**src/hdl/ufcc_ram.sv**
```systemverilog
// generic single-write, single-read ram with registered read data
module ufcc_ram #(
  parameter int WIDTH = 8,
  parameter int DEPTH = 16
) (
  input  logic                     clk,
  input  logic                     we,
  input  logic [$clog2(DEPTH)-1:0] waddr,
  input  logic [WIDTH-1:0]         wdata,
  input  logic [$clog2(DEPTH)-1:0] raddr,
  output logic [WIDTH-1:0]         rdata
);

  logic [WIDTH-1:0] mem [DEPTH];

  always_ff @(posedge clk) begin
    if (we) begin
      mem[waddr] <= wdata;
    end
    rdata <= mem[raddr];
  end

endmodule

```
**config.mk**
```make
export PLATFORM = sky130hd
export DESIGN_NAME = ufcc_ram
export DESIGN_NICKNAME = d
export VERILOG_FILES = /design/src/hdl/ufcc_ram.sv
export SDC_FILE = /design/constraint.sdc
export NUM_CORES = 1
export LEC_CHECK = 0
export ABC_AREA = 1
export ABC_CLOCK_PERIOD_IN_PS = 1400
export BUFFER_PORTS_ARGS = -buffer_cell sky130_fd_sc_hd__buf_4
export CAP_MARGIN = 20
export CORE_UTILIZATION = 50
export CTS_CLUSTER_SIZE = 30
export DETAILED_ROUTE_END_ITERATION = 10
export HOLD_SLACK_MARGIN = 0.15
export PLACE_DENSITY = 0.67
export SYNTH_ARGS = -nofsm -noshare
export SYNTH_HDL_FRONTEND = slang
export SYNTH_SLANG_ARGS = --single-unit
```
**constraint.sdc**
```tcl
create_clock -name clk -period 1.4 [get_ports clk]
set_clock_uncertainty 0.1 [all_clocks]
set_input_delay 0.07 -clock clk [delete_from_list [all_inputs] [get_ports clk]]
set_output_delay 0.07 -clock clk [all_outputs]
set_load 0.005 [all_outputs]
```
==> metrics.txt, run 1 <==
Nets=625; Critical Path AT=1560 ps; DRT iter0 DRCs=257; clk slew on worst S/H paths=60 ps; minimum clock period=1310 ps; first-pass GRT wire length=about 20000 microns; Initial Util=52.3%; largest net degree at the start of global routing=65; CP Class=in -> reg; CTS sink count=136; CTS buffer count=17; Slew Limit Fails=0; Relative slew margins=79.9%; Leakage Power=3.03 nW; Post-CTS Repair Setup Buffers=0; drt first pass iters=5; WL final=~13000 microns; ANT cells=0; Post-Route Utilization=63.2%; Synth Warn #=0; r2r setup slk=250 ps; clock root buffer=clkbuf_16; cell accounting for the most synthesized area=edfxtp_1; status=finished, final reports clean; Post-DP HPWL=7790 microns; Core Rows=38; commonest non-fill, non-tap cell in the layout=nand2_1; Finished Cell Area=6970 sq um; synth unique cells=12; wire length per cell=17.1 microns; clk_lat worst skew=between 400 and 500 ps; Synthesized Nets=between 500 and 600; most frequent cells in the layout=173 x nand2_1, 128 x edfxtp_1, 100 x inv_1; Die Y=roughly 110 microns; I/O pins=26; vias in the first global route=3721; Layout fillers=around 890; hold path depth=5; GRT Total Usage=24.1%; H-tree Lvls=4; DRC=0; Post-DP Area=6190 sq um; average size of a mapped cell=between 10 and 15 sq um; CP Capture Type=flip-flop; critical-path maximum fanout=32; sequential fraction of the synthesis area=69.4%; setup violators final=0; r2r worst-path depth=6; Sum Neg Setup Slack=0 ps; Antenna Nets Post-Route=0; Post-Syn Area=5770 sq um; gr ovfl total=0; crit start category=input port; post-synthesis register bit count=136; Peak Freq=between 700 and 800 MHz; RSZ-0062 raised after global routing=no; Die Area=12000 sq um; TritonCTS clock tree=yes; Hold/Removal Path Class=in -> reg; Synth-to-Final Area Change=20.8%; Die X=roughly 110 microns; port bufs=25; top-area cell type share of the netlist area=66.7%; via count=3940; initial antenna violation count=0; Worst Tran Pin Value=301 ps; routability cong.=0.785; period utilisation layout=93.4%; Cells after Synth=551; Required @ worst endpoint=roughly 1700 ps; VDD IR max=0.944 mV; Core Footprint=11000 sq um; vias per cell=5.18; PD cells=1440 nW/um^2; top post-synthesis cells by area=edfxtp_1 67%, nand2_1 11%, nand3_1 8.4%; final number of hold-violating endpoints=0; Clock Path Buffers=2; max-cap viol count=0; layout cells sized above 1=13.4%
[repair_timing]
action / 4_1_cts / 5_1_grt
resized for setup: 0 / 1
hold buffers: 12 / 0
setup endpoints to repair: 0 / 3
endpoints found under the hold margin: 144 / 0
[flip-flops by register name, indices dropped and copies added (netlist names)]
signal,count
rdata,8
mem,128
[layer usage]
layer / track usage (%) / wire (microns) / share of wire [%] / vias to the layer above
met5: 0 / 0 / 0 / -
met4: 12.1 / 400 / 3.1 / 0
met3: 5.04 / 718 / 5.5 / 26
met2: 37.8 / 6320 / 49 / 135
met1: 32.1 / 5570 / 43 / 1885
li1: - / - / - / 1894
[area by class of cell]
class	instances	area, sq um	share of cell area (%)
clock inverters	15	224	3.21
well taps	140	175	2.51
clock buffers	17	425	6.11
multi-input cells	289	1210	17.4
flip-flops and latches	136	4000	57.5
repair buffers	61	542	7.78
inverters	102	383	5.50
[through the flow]
step | instances | power [mW] | hold WS, ps | setup slack (ps)
floorplan | 551 | 4.98 | 68.9 | 279
CTS | 760 | 10.1 | 174 | 55.8
finish | 760 | 10.1 | 193 | 92.7
global placement | 716 | 5.25 | 299 | 161
global route | 760 | 10.4 | 203 | 49.9
detailed placement | 716 | 5.26 | 308 | 163
[power by group]
part           switching (mW)  internal, mW
Combinational           0.400         0.230
Sequential             0.0258          4.55
Clock                    1.69          3.16
Total                    2.11          7.95
[final timing paths]
| kind | startpoint | endpoint |
|---|---|---|
| hold / removal | waddr[2] | mem[2][5]$_DFFE_PP_ |
| hold reg to reg | mem[12][5]$_DFFE_PP_ | rdata[5]$_DFF_P_ |
| setup / recovery | raddr[1] | rdata[2]$_DFF_P_ |
| setup reg to reg | mem[3][2]$_DFFE_PP_ | rdata[2]$_DFF_P_ |
[synthesized netlist by cell type]
cell type,n
dfxtp_1,8
buf_6,6
edfxtp_1,128
nand2_1,173
inv_2,2
buf_4,4
nand3_1,97
buf_1,1
nand3b_1,2
inv_1,100
nor2_1,17
buf_2,13
[kinds of logic after synthesis]
group                  after synthesis  share of synthesized area, %
DFF                                136                          69.4
buffers and inverters              126                          9.52
and+or+nand+nor                    289                          21.0
[critical path: stages]
cell and delay [ps]:
dlygate4sd3_1 530, buf_4 180, inv_2 80, buf_12 190, nand3_1 110, nand3_1 150
nand3_1 120, nand2_1 100
(Power assumes the default switching activity.)
==> run 2: changes to the inputs <==
Settings changed: ABC_CLOCK_PERIOD_IN_PS 1400 to 1500.
Clock period 1.4 ns to 1.5 ns, I/O delays scaled along.
==> metrics.txt, run 2 (same netlist as run 1, synthesis figures left out) <==
CTS sink count=136; clk slew on worst S/H paths=60 ps; Largest register FFs=128; final number of hold-violating endpoints=0; Largest regs=mem x128, rdata x8; Worst Tran Pin Value=300 ps; first-pass GRT wire length=20200 microns; Core Footprint=roughly 11000 sq um; commonest non-fill, non-tap cell in the layout=nand2_1; Relative slew margins=around four fifths; Post-Route Utilization=62.6%; Post-Place Cells=between 700 and 800; gr ovfl total=0; H-tree Lvls=4; drt first pass iters=4; Nets=624; Slowest-stage cell, CP=dlygate4sd3_1; Die Y=109 microns; Crit path top cell by count=nand3_1; post-CTS sizing=0; crit start category=input port; initial antenna violation count=0; clock root buffer=clkbuf_16; WL final=13000 microns; setup violators final=0; routability cong.=0.784; DRC=0; Initial Util=52.3%; CP Capture Type=flip-flop; Slew Limit Fails=0; max-cap viol count=0; Synth-to-Final Area Change=19.7%; CTS buffer count=17; ANT cells=0; clk_lat worst skew=420 ps; VDD IR max=just over 1 mV; vias in the first global route=3755; Sum Neg Setup Slack=0 ps; Top delay family on crit path=buffers and inverters; Core Rows=38; Die Area=approximately 12000 sq um; cells along the critical path=dlygate4sd3_1, buf_4, buf_4, nand3_1, nand3_1, nand3_1, nand2_1; RSZ-0062 raised after global routing=no; vias per cell=5.16; Leakage Power=between 3 and 4 nW; Required @ worst endpoint=1760 ps; Post-DP HPWL=between 7000 and 8000 microns; layout cells sized above 1=roughly an eighth; CP Buf/Inv Count=3; CP Class=in -> reg; period utilisation layout=93.0%; minimum clock period=1390 ps; critical-path maximum fanout=24; register with the most flip-flops=mem; Critical Path AT=1650 ps; DRT iter0 DRCs=272; most frequent cells in the layout=173 x nand2_1, 128 x edfxtp_1, 100 x inv_1; Antenna Nets Post-Route=0; PD cells=1310 nW/um^2; via count=~3900; Peak Freq=717 MHz; largest net degree at the start of global routing=65; port bufs=25; status=finished, final reports clean; TritonCTS clock tree=yes; Clock Path Buffers=2; Die X=109 microns; Hold/Removal Path Class=in -> reg; wire length per cell=17.1 microns; I/O pins=26; critical path's largest stage delay=520 ps; fin cells=759; GRT Total Usage=24.3%
run 2: final cells by class:
type	count	area (sq um)
Fill cell	883	4130
Sequential cell	136	4000
Multi-Input combinational cell	289	1210
Timing Repair Buffer	60	528
Clock buffer	22	474
Inverter	102	383
Tap cell	140	175
Clock inverter	10	124
run 2: power by group:
part | internal [mW] | switching, mW
combinational | 0.212 | 0.372
clock | 2.72 | 1.46
sequential | 4.25 | 0.0237
total | 7.18 | 1.86
run 2: timing repair:
item                                   CTS  global route
endpoints found under the hold margin  136             0
setup buffers                            0             0
hold buffers                            11             0
run 2: worst register-to-register path, delay by kind of cell (launching register included):
family                 cells  cell delay [ps]
buffers and inverters      1               60
flip-flops                 1              370
AND/OR/NAND/NOR            5              500
run 2: path summary, 6_finish.rpt:
| path | from | endpoint | slack [ps] | cells past startpoint |
|---|---|---|---|---|
| worst min register to register | mem[12][1]$_DFFE_PP_ | rdata[1]$_DFF_P_ | 580 | 6 |
| worst min-delay path | we | mem[2][3]$_DFFE_PP_ | 190 | 4 |
| worst max register to register | mem[3][7]$_DFFE_PP_ | rdata[7]$_DFF_P_ | 360 | 6 |
| worst max-delay path | raddr[1] | rdata[7]$_DFF_P_ | 110 | 7 |
run 2: routing by layer:
| metal | share of wire (%) | GRT usage, % | up-vias |
|---|---|---|---|
| li1 | - | - | 1886 |
| met1 | 41 | 30.3 | 1820 |
| met2 | 48 | 39.4 | 178 |
| met3 | 7.7 | 6.22 | 31 |
| met4 | 3.2 | 11.9 | 0 |
| met5 | 0 | 0 | - |
run 2: metrics by stage:
stage          instance area [sq um]  hold WS [ps]  setup WS, ps  power (mW)
3_5_place_dp                    6190           309           249        4.91
6_report                        6900           187           106        9.04
2_1_floorplan                   5770          73.9           374        4.65
3_3_place_gp                    6190           304           256        4.90
5_1_grt                         6900           223          26.3        9.31
4_1_cts                         6900           173           141        9.09
==> run 3: changes to the inputs <==
Settings changed: CORE_UTILIZATION 50 to 27, PLACE_DENSITY 0.67 to not set, SLEW_MARGIN set to 20.
==> metrics.txt, run 3 (same netlist as run 1, synthesis figures left out) <==
Hold Buf Count CTS=11; final number of hold-violating endpoints=0; layout cells sized above 1=12.6%; minimum clock period=~1300 ps; r2r worst-path depth=6; Core Rows=53; PD cells=1260 nW/um^2; Relative slew margins=75.6%; ANT cells=0; P_sw=1.86 mW; CP Class=in -> reg; Die Y=148 microns; WL final=13400 microns; CP Capture Type=flip-flop; Required @ worst endpoint=1760 ps; Sum Neg Setup Slack=0 ps; register share of total power=48.2%; max-cap viol count=0; RSZ-0062 raised after global routing=no; Clock Power Share=between 40% and 50%; period utilisation layout=87.2%; Nets=about 630; Die X=148 microns; VDD IR max=just over 0.8 mV; most frequent cells in the layout=173 x nand2_1, 128 x edfxtp_1, 100 x inv_1; Die Area=about 22000 sq um; Initial Util=27.5%; Largest regs=mem x128, rdata x8; I/O pins=26; CTS sink count=136; clock root buffer=clkbuf_16; Worst Tran Pin Value=365 ps; via count=slightly below 4000; gr ovfl total=0; setup ws final=191 ps; routability cong.=0.764; hold path depth=4; Clock Path Buffers=2; register with the most flip-flops=mem; largest net degree at the start of global routing=33; first-pass GRT wire length=21300 microns; Synth-to-Final Area Change=22.0%; Post-Place Cells=852; crit start category=input port; Largest register FFs=128; Core Footprint=21000 sq um; DRT iter0 DRCs=between 500 and 600; vias per cell=4.32; drt first pass iters=8; fin cells=895; Comb power frac=6.5%; Post-CTS Repair Setup Buffers=0; initial antenna violation count=0; port bufs=25; Slew Limit Fails=0; critical-path maximum fanout=23; Post-Route Utilization=33.6%; CTS buffer count=17; wire length per cell=14.9 microns; commonest non-fill, non-tap cell in the layout=nand2_1; Hold/Removal Path Class=in -> reg; Leakage Power=roughly 3.0 nW; post-placement setup slack=168 ps; clk slew on worst S/H paths=60 ps; hold_ws=184 ps; Sw Share=a little over a fifth; TritonCTS clock tree=yes; DRC=0; vias in the first global route=3797; Peak Freq=764 MHz; post-CTS sizing=0; H-tree Lvls=4; GRT Total Usage=13.3%; Antenna Nets Post-Route=0; clk_lat worst skew=~420 ps; status=finished, final reports clean; setup violators final=0; Critical Path AT=about 1600 ps; Pint=7.02 mW; Post-DP HPWL=roughly 8200 microns
run 3: cell types whose count changed in the layout (fill, tap and decap cells not counted), sizes merged:
cell and change:
buf +1, clkinv +3, clkbuf -3
run 3: cell type report:
type | count | area, sq um
timing repair buffer | 61 | 523
clock inverter | 13 | 135
multi-input combinational | 289 | 1210
sequential | 136 | 4000
tap | 275 | 344
inverter | 102 | 383
fill | 2137 | 13900
clock buffer | 19 | 433
run 3: worst paths after layout:
path / from / to / slack [ps]
hold / removal: we / mem[2][3]$_DFFE_PP_ / 180
setup reg to reg: mem[11][5]$_DFFE_PP_ / rdata[5]$_DFF_P_ / 350
setup / recovery: raddr[1] / rdata[5]$_DFF_P_ / 190
hold reg to reg: mem[12][2]$_DFFE_PP_ / rdata[2]$_DFF_P_ / 570
run 3: stage by stage:
step / power (mW) / instance area (sq um)
global route: 9.19 / 7040
finish: 8.88 / 7040
floorplan: 4.65 / 5770
detailed placement: 4.92 / 6360
CTS: 8.94 / 7040
global placement: 4.92 / 6360
run 3: per-layer routing:
layer  vias up  global-route usage (%)  share of wire [%]
li1       1887                       -                  -
met1      1829                    18.4                 46
met2       122                    19.5                 46
met3        24                    2.79                5.4
met4         0                    6.91                2.6
met5         -                       0                  0
run 3: power groups by stage:
stage / registers (mW) / logic (mW) / clock network [mW]
floorplan: 4.35 / 0.300 / 0
global placement: 4.36 / 0.557 / 0
detailed placement: 4.36 / 0.562 / 0
CTS: 4.28 / 0.589 / 4.07
global route: 4.29 / 0.649 / 4.25
finish: 4.28 / 0.580 / 4.02
run 3: worst max-delay path, stage by stage:
cell	delay [ps]
dlygate4sd3_1	520
buf_4	120
buf_4	310
nand3_1	160
nand3_1	140
nand3_1	150
nand2_1	80
