### config.mk
export PLATFORM = sky130hd
export DESIGN_NAME = ufcc_cost
export DESIGN_NICKNAME = d
export VERILOG_FILES = /design/src/hdl/ufcc_pkg.sv /design/src/hdl/ufcc_cost.sv
export SDC_FILE = /design/constraint.sdc
export NUM_CORES = 1
export LEC_CHECK = 0
export BUFFER_PORTS_ARGS = -buffer_cell sky130_fd_sc_hd__buf_2
export CAP_MARGIN = 20
export CELL_PAD_IN_SITES_DETAIL_PLACEMENT = 1
export CELL_PAD_IN_SITES_GLOBAL_PLACEMENT = 1
export CORE_UTILIZATION = 43
export DETAILED_ROUTE_END_ITERATION = 6
export MAX_ROUTING_LAYER = met4
export PLACE_DENSITY_LB_ADDON = 0.1
export SLEW_MARGIN = 20
export SYNTH_ARGS = -nofsm -noshare
export SYNTH_HDL_FRONTEND = slang
export SYNTH_SLANG_ARGS = --single-unit
### constraint.sdc
create_clock -name clk -period 10.9 [get_ports clk]
set_input_delay 0.545 -clock clk [delete_from_list [all_inputs] [get_ports clk]]
set_output_delay 0.545 -clock clk [all_outputs]
set_load 0.01 [all_outputs]
### src/hdl/ufcc_pkg.sv
// shared constants, types and register codes for the union-find cost engine
package ufcc_pkg;

  localparam int NODE_W    = 10;
  localparam int MAX_NODES = 1 << NODE_W;
  localparam int RANK_W    = 4;
  localparam int COST_W    = 16;
  localparam int TOTAL_W   = 26;
  localparam int PROD_W    = NODE_W + COST_W;

  localparam int CFG_ADDR_W = 4;
  localparam int CFG_DATA_W = 32;
  localparam int REG_IDX_W  = 2;

  localparam logic [REG_IDX_W-1:0] REG_NODE_COUNT = 2'd0;
  localparam logic [REG_IDX_W-1:0] REG_SITE_COST  = 2'd1;
  localparam logic [REG_IDX_W-1:0] REG_LINK_COST  = 2'd2;

  localparam logic OP_EDGE   = 1'b0;
  localparam logic OP_FINISH = 1'b1;

  localparam logic [RANK_W-1:0] RANK_MAX = {RANK_W{1'b1}};

  typedef struct packed {
    logic [RANK_W-1:0] rank;
    logic [NODE_W-1:0] parent;
  } entry_t;

  localparam int ENTRY_W = $bits(entry_t);

  typedef struct packed {
    logic              start;
    logic [NODE_W-1:0] node_count;
    logic [NODE_W-1:0] merges;
    logic [COST_W-1:0] site_cost;
    logic [COST_W-1:0] link_cost;
  } cost_req_t;

  typedef struct packed {
    logic               done;
    logic [NODE_W-1:0]  comps;
    logic [TOTAL_W-1:0] total_cost;
  } cost_rsp_t;

endpackage

### src/hdl/ufcc_cost.sv
// component count and cost evaluation on one shared multiplier
module ufcc_cost (
  input  logic                clk,
  input  logic                rst_n,
  input  ufcc_pkg::cost_req_t req,
  output ufcc_pkg::cost_rsp_t rsp
);
  import ufcc_pkg::*;

  localparam logic [2:0] ST_IDLE  = 3'd0;
  localparam logic [2:0] ST_ALL   = 3'd1;
  localparam logic [2:0] ST_LINK  = 3'd2;
  localparam logic [2:0] ST_SITE  = 3'd3;
  localparam logic [2:0] ST_SUM   = 3'd4;

  logic [2:0]         step_r, step_nxt;
  logic               done_r;
  logic [NODE_W-1:0]  comps;
  logic [NODE_W-1:0]  comps_r;
  logic [NODE_W-1:0]  mul_a;
  logic [COST_W-1:0]  mul_b;
  logic [PROD_W-1:0]  prod;
  logic [PROD_W-1:0]  all_r, lnk_r, cmp_r;
  logic [PROD_W:0]    mixed;
  logic [TOTAL_W-1:0] cost_r;

  // merges past node count saturate the component count at zero
  assign comps = (req.merges >= req.node_count) ? '0 : req.node_count - req.merges;

  always_comb begin
    unique case (step_r)
      ST_LINK: begin
        mul_a = req.merges;
        mul_b = req.link_cost;
      end
      ST_SITE: begin
        mul_a = comps;
        mul_b = req.site_cost;
      end
      default: begin
        mul_a = req.node_count;
        mul_b = req.site_cost;
      end
    endcase
  end

  assign prod  = PROD_W'(mul_a) * PROD_W'(mul_b);
  assign mixed = {1'b0, lnk_r} + {1'b0, cmp_r};

  always_comb begin
    step_nxt = step_r;
    unique case (step_r)
      ST_IDLE: if (req.start) step_nxt = ST_ALL;
      ST_ALL:  step_nxt = ST_LINK;
      ST_LINK: step_nxt = ST_SITE;
      ST_SITE: step_nxt = ST_SUM;
      ST_SUM:  step_nxt = ST_IDLE;
      default: step_nxt = ST_IDLE;
    endcase
  end

  always_ff @(posedge clk) begin
    if (!rst_n) begin
      step_r <= ST_IDLE;
      done_r <= 1'b0;
    end else begin
      step_r <= step_nxt;
      done_r <= (step_r == ST_SUM);
    end
  end

  always_ff @(posedge clk) begin
    if (step_r == ST_ALL)  all_r <= prod;
    if (step_r == ST_LINK) lnk_r <= prod;
    if (step_r == ST_SITE) cmp_r <= prod;
    if (step_r == ST_SUM) begin
      comps_r <= comps;
      cost_r  <= (mixed < {1'b0, all_r}) ? mixed[TOTAL_W-1:0] : all_r[TOTAL_W-1:0];
    end
  end

  assign rsp.done       = done_r;
  assign rsp.comps      = comps_r;
  assign rsp.total_cost = cost_r;

endmodule

==> impl_summary.log, run 1 <==
INFO  metric outcome = finished, final reports clean
INFO  metric synth_edf_count = 114
INFO  metric yosysUniqueCellTypes = 73
INFO  metric drcViolationCount = 0
INFO  metric proportion_of_layout_cells_with_a_drive_suffix_above_1 = ~16%
INFO  metric place_congestion = 0.896
INFO  metric dpl.hpwl = approximately 25,000 um
INFO  metric cts_sinks = between 100 and 150
INFO  metric grt_max_degree = 37
INFO  metric worst_setup_path_end_kind = register
INFO  metric die_span_in_x = between 150 and 200 um
INFO  metric detail_route.vias_per_cell = approximately 5.3
INFO  metric design.final.nets = about 1,600
INFO  metric tritoncts_clock_tree = done
INFO  metric cts-buffers-inserted = 17
INFO  metric fp.coreArea = 27,800 um2
INFO  metric rsz0062_at_grt = no
INFO  metric cp_common_cell = sky130_fd_sc_hd__fa_1
INFO  metric max-slew-margin-rel = 41.7%
INFO  metric dieHeight = roughly 170 um
INFO  metric grt_util_all_layers = 23.1%
INFO  metric post_synthesis_to_final_layout_area_growth = 12.1%
INFO  metric insertion_delay = roughly 0.41 ns
INFO  metric die_area = roughly 29,000 um2
INFO  metric h_tree_depth = 4
INFO  metric synth_xor_area_share = around 3.3%
INFO  metric placement.io_buffers = 91
INFO  metric critical_path.slowest_cell = sky130_fd_sc_hd__o22ai_1
INFO  metric post_synthesis_compound_gate_area_fraction = 11.1%
INFO  metric floorplan.initialDensity = 43.8%
INFO  metric drt-total-wl = 31,200 um
INFO  metric worstHoldPathType = in2reg
INFO  metric antenna_found_initial = 0
INFO  metric global_route.overflow_total = 0
INFO  metric cts-hold-fix-buffers = 0
INFO  metric final-max-slew-violation-count = 0
INFO  metric worst_setup_hold_path_clk_slew = roughly 0.06 ns
INFO  metric post-cts-setup-buffers = 0
INFO  metric first_iter_violations = ~330
INFO  metric achievable-frequency = roughly 120 MHz
INFO  metric wl_per_cell = 18.5 um
INFO  metric critical_path_class = in2reg
INFO  metric first_global_vias = between 9,000 and 10,000
INFO  metric drv.max_cap_violation_count = 0
INFO  metric finalWorstPathRequiredPeriod = just under 9 ns
INFO  metric crit_path_start_kind = input pin
INFO  metric diodes = 0
INFO  metric ys_warn_count = 0
INFO  metric ys_seq_elements = approximately 120
INFO  metric critPathRequiredTime = between 10 and 15 ns
INFO  metric antenna_violating_nets_post_route = 0
INFO  metric synthesis.nets = roughly 1,500
INFO  metric timing.critical_path.slowest_cell_delay = approximately 0.66 ns
INFO  metric synthArstFlopShare = 0%
INFO  metric post_synth_mux_area_share = 5.82%
INFO  metric grt_first_pass_wirelength = ~50,000 um
INFO  metric timing.reg2reg.setup_slack = about 3.0 ns
INFO  metric cts_root_buf = sky130_fd_sc_hd__clkbuf_16
INFO  metric syn-mean-instance-area = 10.2 um2
INFO  metric finalHoldViolations = 0
INFO  metric ys_dominant_reg_cell = sky130_fd_sc_hd__edfxtp_1
INFO  metric post_synth_and_or_nand_nor_area_fraction = between 10% and 20%
INFO  metric worst-slew-pin-transition = 0.850 ns
INFO  metric post-route-period-util = 79.6%
INFO  metric clock_path_buffers = 2
INFO  metric critical_path_peak_fanout = 11
INFO  metric boundaryPins = 92
INFO  metric firstDrtPassIters = 5
INFO  metric rows = 61
INFO  metric cts_resized = 0
INFO  metric syn_inst = between 1,000 and 1,500
INFO  metric worst_clk_skew = between 0.01 and 0.015 ns
INFO  metric dr_total_vias = just under 9,000
INFO  metric synthAdderAreaFrac = a little under a third
INFO  metric final.setup.tns = 0 ns
INFO  metric syn-cell-area = 12,200 um2
INFO  metric seq_area_frac_synth = 28.8%
INFO  metric dominant_combinational_cell_family_by_area_after_synthesis = adder cells
INFO  metric arrival = about 9 ns
INFO  metric final-setup-viol-count = 0
[registers in the layout (all words and copies together) (netlist names)]
signal   flops
cmp_r       26
comps_r     10
cost_r      26
lnk_r       26
all_r       26
done_r       1
step_r       3
[metrics by stage]
step	utilization, %	setup slack, ns	hold slack [ns]	std cells	instance area (um2)
6_report	49.1	2.23	0.382	1685	13600
5_1_grt	49.1	1.88	0.386	1685	13600
4_1_cts	49.1	1.89	0.368	1685	13600
3_5_place_dp	46.9	1.47	0.569	1653	13000
3_3_place_gp	46.9	1.83	0.560	1653	13000
2_1_floorplan	-	3.19	0.523	1199	12200
[worst paths after layout]
kind,from,end,cells after the start
worst max register to register,step_r[1],lnk_r[24],23
worst min register to register,all_r[8],cost_r[8],1
worst max-delay path,req[42],lnk_r[24],30
worst min-delay path,rst_n,done_r,2
[cells in the mapped netlist (all sizes together) (7+ instances only)]
cell	number	area, um2
nor3	45	225
nor2	82	308
and3	11	70.1
nand4	9	56.3
xnor2	32	280
ha	122	1530
a21o	28	210
o21a	11	82.6
or3	14	87.6
fa	112	2240
nor2b	9	56.3
xor2	14	123
edfxtp	114	3420
o21bai	7	52.6
clkbuf	9	43.8
mux2	42	548
nand2b	15	93.8
mux2i	16	160
nand3	19	100
o211ai	8	65.1
nand2	96	363
a21oi	68	344
o21ai	39	199
and2	10	62.6
buf	20	144
inv	179	672
[critical path, delay by kind of cell]
kind | cells | cell delay [ns]
adders and majority gates | 8 | 3.42
AOI/OAI and AO/OA | 11 | 3.33
and+or+nand+nor | 4 | 0.78
buffers and inverters | 6 | 0.64
xor gates and xnor gates | 1 | 0.14
[cells by family after synthesis]
family / count (synthesis)
adders and majority gates: 234
DFF: 118
AOI/OAI and AO/OA: 205
xor gates and xnor gates: 46
buffers and inverters: 208
muxes: 58
and+or+nand+nor: 330
[cells in the final DEF, fill, tap and decap left out, types with 10 or more instances in the layout]
master	count
sky130_fd_sc_hd__buf_2	91
sky130_fd_sc_hd__a21oi_1	67
sky130_fd_sc_hd__o21a_1	11
sky130_fd_sc_hd__or3_1	14
sky130_fd_sc_hd__nand2_1	95
sky130_fd_sc_hd__edfxtp_1	114
sky130_fd_sc_hd__nand2b_1	15
sky130_fd_sc_hd__clkbuf_16	17
sky130_fd_sc_hd__mux2i_1	16
sky130_fd_sc_hd__a21o_1	28
sky130_fd_sc_hd__o21ai_0	34
sky130_fd_sc_hd__and3_1	10
sky130_fd_sc_hd__mux2_2	22
sky130_fd_sc_hd__fa_1	112
sky130_fd_sc_hd__ha_1	122
sky130_fd_sc_hd__xnor2_1	32
sky130_fd_sc_hd__mux2_4	20
sky130_fd_sc_hd__nor2_1	80
sky130_fd_sc_hd__nor3_1	44
sky130_fd_sc_hd__buf_4	14
sky130_fd_sc_hd__inv_1	179
sky130_fd_sc_hd__xor2_1	14
sky130_fd_sc_hd__nand3_1	18
[area by class of cell]
cell class,count,area [um2]
Fill cell,3173,14100
Multi-Input combinational cell,873,7830
Sequential cell,118,3500
Inverter,179,672
Timing Repair Buffer,105,561
Tap cell,378,473
Clock buffer,18,429
Clock inverter,14,175
[layer usage]
layer / vias to the layer above / routed length (um) / GRT usage (%) / part of all wire, %
met5: - / 0 / - / 0
met4: 0 / 577 / 6.11 / 1.9
met1: 4429 / 14900 / 30.4 / 48
li1: 4318 / - / - / -
met2: 140 / 14900 / 37.8 / 48
met3: 33 / 712 / 2.42 / 2.3
Power of run 1 is not shown: default switching activity piles up to over one toggle a cycle in this logic, so the estimate is an artifact.
==> run 2: changes to the inputs <==
==> constraint.sdc (replaced) <==
create_clock -name clk -period 7.7 [get_ports clk]
set_input_delay 0.385 -clock clk [delete_from_list [all_inputs] [get_ports clk]]
set_output_delay 0.385 -clock clk [all_outputs]
set_load 0.01 [all_outputs]
==> impl_summary.log, run 2 (synthesis gave the netlist of run 1 again) <==
INFO  metric outcome = finished, final reports clean (unchanged)
INFO  metric antenna_violating_nets_post_route = 0 (unchanged)
INFO  metric cts-buffers-inserted = 17 (unchanged)
INFO  metric post-route-period-util = between 90 and 100%
INFO  metric worst_setup_path_end_kind = register (unchanged)
INFO  metric wl_per_cell = 18.6 um (was 18.5 um)
INFO  metric drv.max_cap_violation_count = 0 (unchanged)
INFO  metric critical_path_peak_fanout = 5 (was 11)
INFO  metric timing.reg2reg.setup_slack = 0.63 ns (was 3.02 ns)
INFO  metric first_global_vias = 9,930 (was 9,382)
INFO  metric worst_clk_skew = 0.0147 ns (was 0.0144 ns)
INFO  metric place_congestion = 0.904 (was 0.896)
INFO  metric final-max-slew-violation-count = 0 (unchanged)
INFO  metric timing.critical_path.slowest_cell_delay = 0.54 ns (was 0.66 ns)
INFO  metric die_area = 29,000 um2 (unchanged)
INFO  metric dieHeight = 170 um (unchanged)
INFO  metric most_frequent_cells_in_the_layout = sky130_fd_sc_hd__inv_1, sky130_fd_sc_hd__ha_1, sky130_fd_sc_hd__edfxtp_1 (unchanged)
INFO  metric detail_route.vias_per_cell = 5.30 (was 5.29)
INFO  metric post-cts-setup-buffers = 0 (unchanged)
INFO  metric max-slew-margin-rel = 46.5% (was 41.7%)
INFO  metric endpoint = all_r[23] (was lnk_r[24])
INFO  metric finalHoldViolations = 0 (unchanged)
INFO  metric cts_resized = 0 (unchanged)
INFO  metric arrival = 7.62 ns (was 8.82 ns)
INFO  metric final_cell_area = 14,300 um2 (was 13,600 um2)
INFO  metric critical_path.slowest_cell = sky130_fd_sc_hd__fa_1 (was sky130_fd_sc_hd__o22ai_1)
INFO  metric worstHoldPathType = in2reg (unchanged)
INFO  metric placement.io_buffers = 91 (unchanged)
INFO  metric worst-slew-pin-transition = 0.780 ns (was 0.850 ns)
INFO  metric crit_path_start = req[42] (unchanged)
INFO  metric final.setup.tns = 0 ns (unchanged)
INFO  metric diodes = 0 (unchanged)
INFO  metric hold-worst-slack = 0.208 ns (was 0.382 ns)
INFO  metric cts_root_buf = sky130_fd_sc_hd__clkbuf_16 (unchanged)
INFO  metric rows = 61 (unchanged)
INFO  metric final-setup-viol-count = 0 (unchanged)
INFO  metric dpl.cell_count = 1,730 (was 1,653)
INFO  metric critical_path.reg2reg.startpoint = step_r[0] (was step_r[1])
INFO  metric crit_path_start_kind = input pin (unchanged)
INFO  metric post_synthesis_to_final_layout_area_growth = 17.7% (was 12.1%)
INFO  metric first_iter_violations = 459 (was 331)
INFO  metric dr_total_vias = 9,347 (was 8,920)
INFO  metric global_route.overflow_total = 0 (unchanged)
INFO  metric critPathRequiredTime = 7.98 ns (was 11.05 ns)
INFO  metric drcViolationCount = 0 (unchanged)
INFO  metric critical_path_class = in2reg (unchanged)
INFO  metric clock_path_buffers = 2 (unchanged)
INFO  metric finalWorstPathRequiredPeriod = 7.35 ns
INFO  metric post_placement_cell_area = 13,600 um2 (was 13,000 um2)
INFO  metric h_tree_depth = 4 (unchanged)
INFO  metric grt_first_pass_wirelength = 52,400 um (was 49,900 um)
INFO  metric drt-total-wl = 32,700 um (was 31,200 um)
INFO  metric dpl.hpwl = 26,800 um (was 25,100 um)
INFO  metric tritoncts_clock_tree = done (unchanged)
INFO  metric proportion_of_layout_cells_with_a_drive_suffix_above_1 = 21.7% (was 15.6%)
INFO  metric floorplan.initialDensity = 43.8% (unchanged)
INFO  metric boundaryPins = 92 (unchanged)
INFO  metric die_span_in_x = 170 um (unchanged)
INFO  metric fp.coreArea = 27,800 um2 (unchanged)
INFO  metric finalNonFillerCells = 1,763 (was 1,685)
INFO  metric mostFrequentLayoutCell = sky130_fd_sc_hd__inv_1 (unchanged)
INFO  metric antenna_found_initial = 0 (unchanged)
INFO  metric grt_max_degree = 27 (was 37)
INFO  metric grt_util_all_layers = 24.4% (was 23.1%)
INFO  metric firstDrtPassIters = 5 (unchanged)
INFO  metric design.final.nets = 1,661 (was 1,583)
INFO  metric r2r-end = all_r[23] (was lnk_r[24])
INFO  metric achievable-frequency = between 100 and 150 MHz
INFO  metric worst_setup_hold_path_clk_slew = 0.05 ns (was 0.06 ns)
INFO  metric cts-hold-fix-buffers = 0 (unchanged)
INFO  metric reg2regPathDepth = 23 (unchanged)
INFO  metric cts_sinks = 118 (unchanged)
INFO  metric insertion_delay = 0.43 ns (was 0.41 ns)
run 2: cell count changes in the layout (fill, tap and decap cells not counted), moves of 2 or more:
cell                         change
sky130_fd_sc_hd__clkinv_2        +3
sky130_fd_sc_hd__nor2_4          +2
sky130_fd_sc_hd__a21oi_2         +5
sky130_fd_sc_hd__a21oi_1         -5
sky130_fd_sc_hd__a41oi_1         -3
sky130_fd_sc_hd__nor2_1          -2
sky130_fd_sc_hd__clkinvlp_4      -2
sky130_fd_sc_hd__buf_6           +2
sky130_fd_sc_hd__a41oi_2         +3
sky130_fd_sc_hd__buf_4          +76
run 2: routing by layer:
layer  vias up  track usage [%]  part of all wire (%)
met5         -                -                     0
li1       4473                -                     -
met2       171             40.5                    48
met3        49             2.58                   3.0
met4         0             7.56                   2.5
met1      4654             31.4                    46
run 2: worst max-delay path, delay by kind of cell:
kind	cells	cell delay [ns]
buffers and inverters	10	0.94
AOI/OAI and AO/OA	10	1.54
adders and majority gates	8	3.40
and+or+nand+nor	6	1.35
run 2: worst min-delay path by stage:
stage                         from   endpoint  slack (ns)  cells past startpoint
after floorplan              rst_n     done_r        0.51                      1
final                        rst_n     done_r        0.21                      2
after CTS                    rst_n     done_r        0.19                      2
after detailed placement  all_r[8]  cost_r[8]        0.57                      1
after global placement    all_r[8]  cost_r[8]        0.56                      1
after global routing         rst_n     done_r        0.22                      2
run 2: metrics by stage:
stage	setup slack, ns	util [%]
detailed placement	-0.407	49.0
finish	0.353	51.6
floorplan	0.154	-
global placement	-0.167	49.0
CTS	0.0577	51.1
global route	-0.00864	51.6
run 2: final cells by class:
type | instances | area [um2]
clock buffer | 17 | 425
clock inverter | 15 | 154
fill | 3183 | 13500
inverter | 179 | 672
multi-input combinational | 873 | 7940
sequential | 118 | 3500
tap | 378 | 473
timing repair buffer | 183 | 1150
Power of run 2 is left out for the same reason.
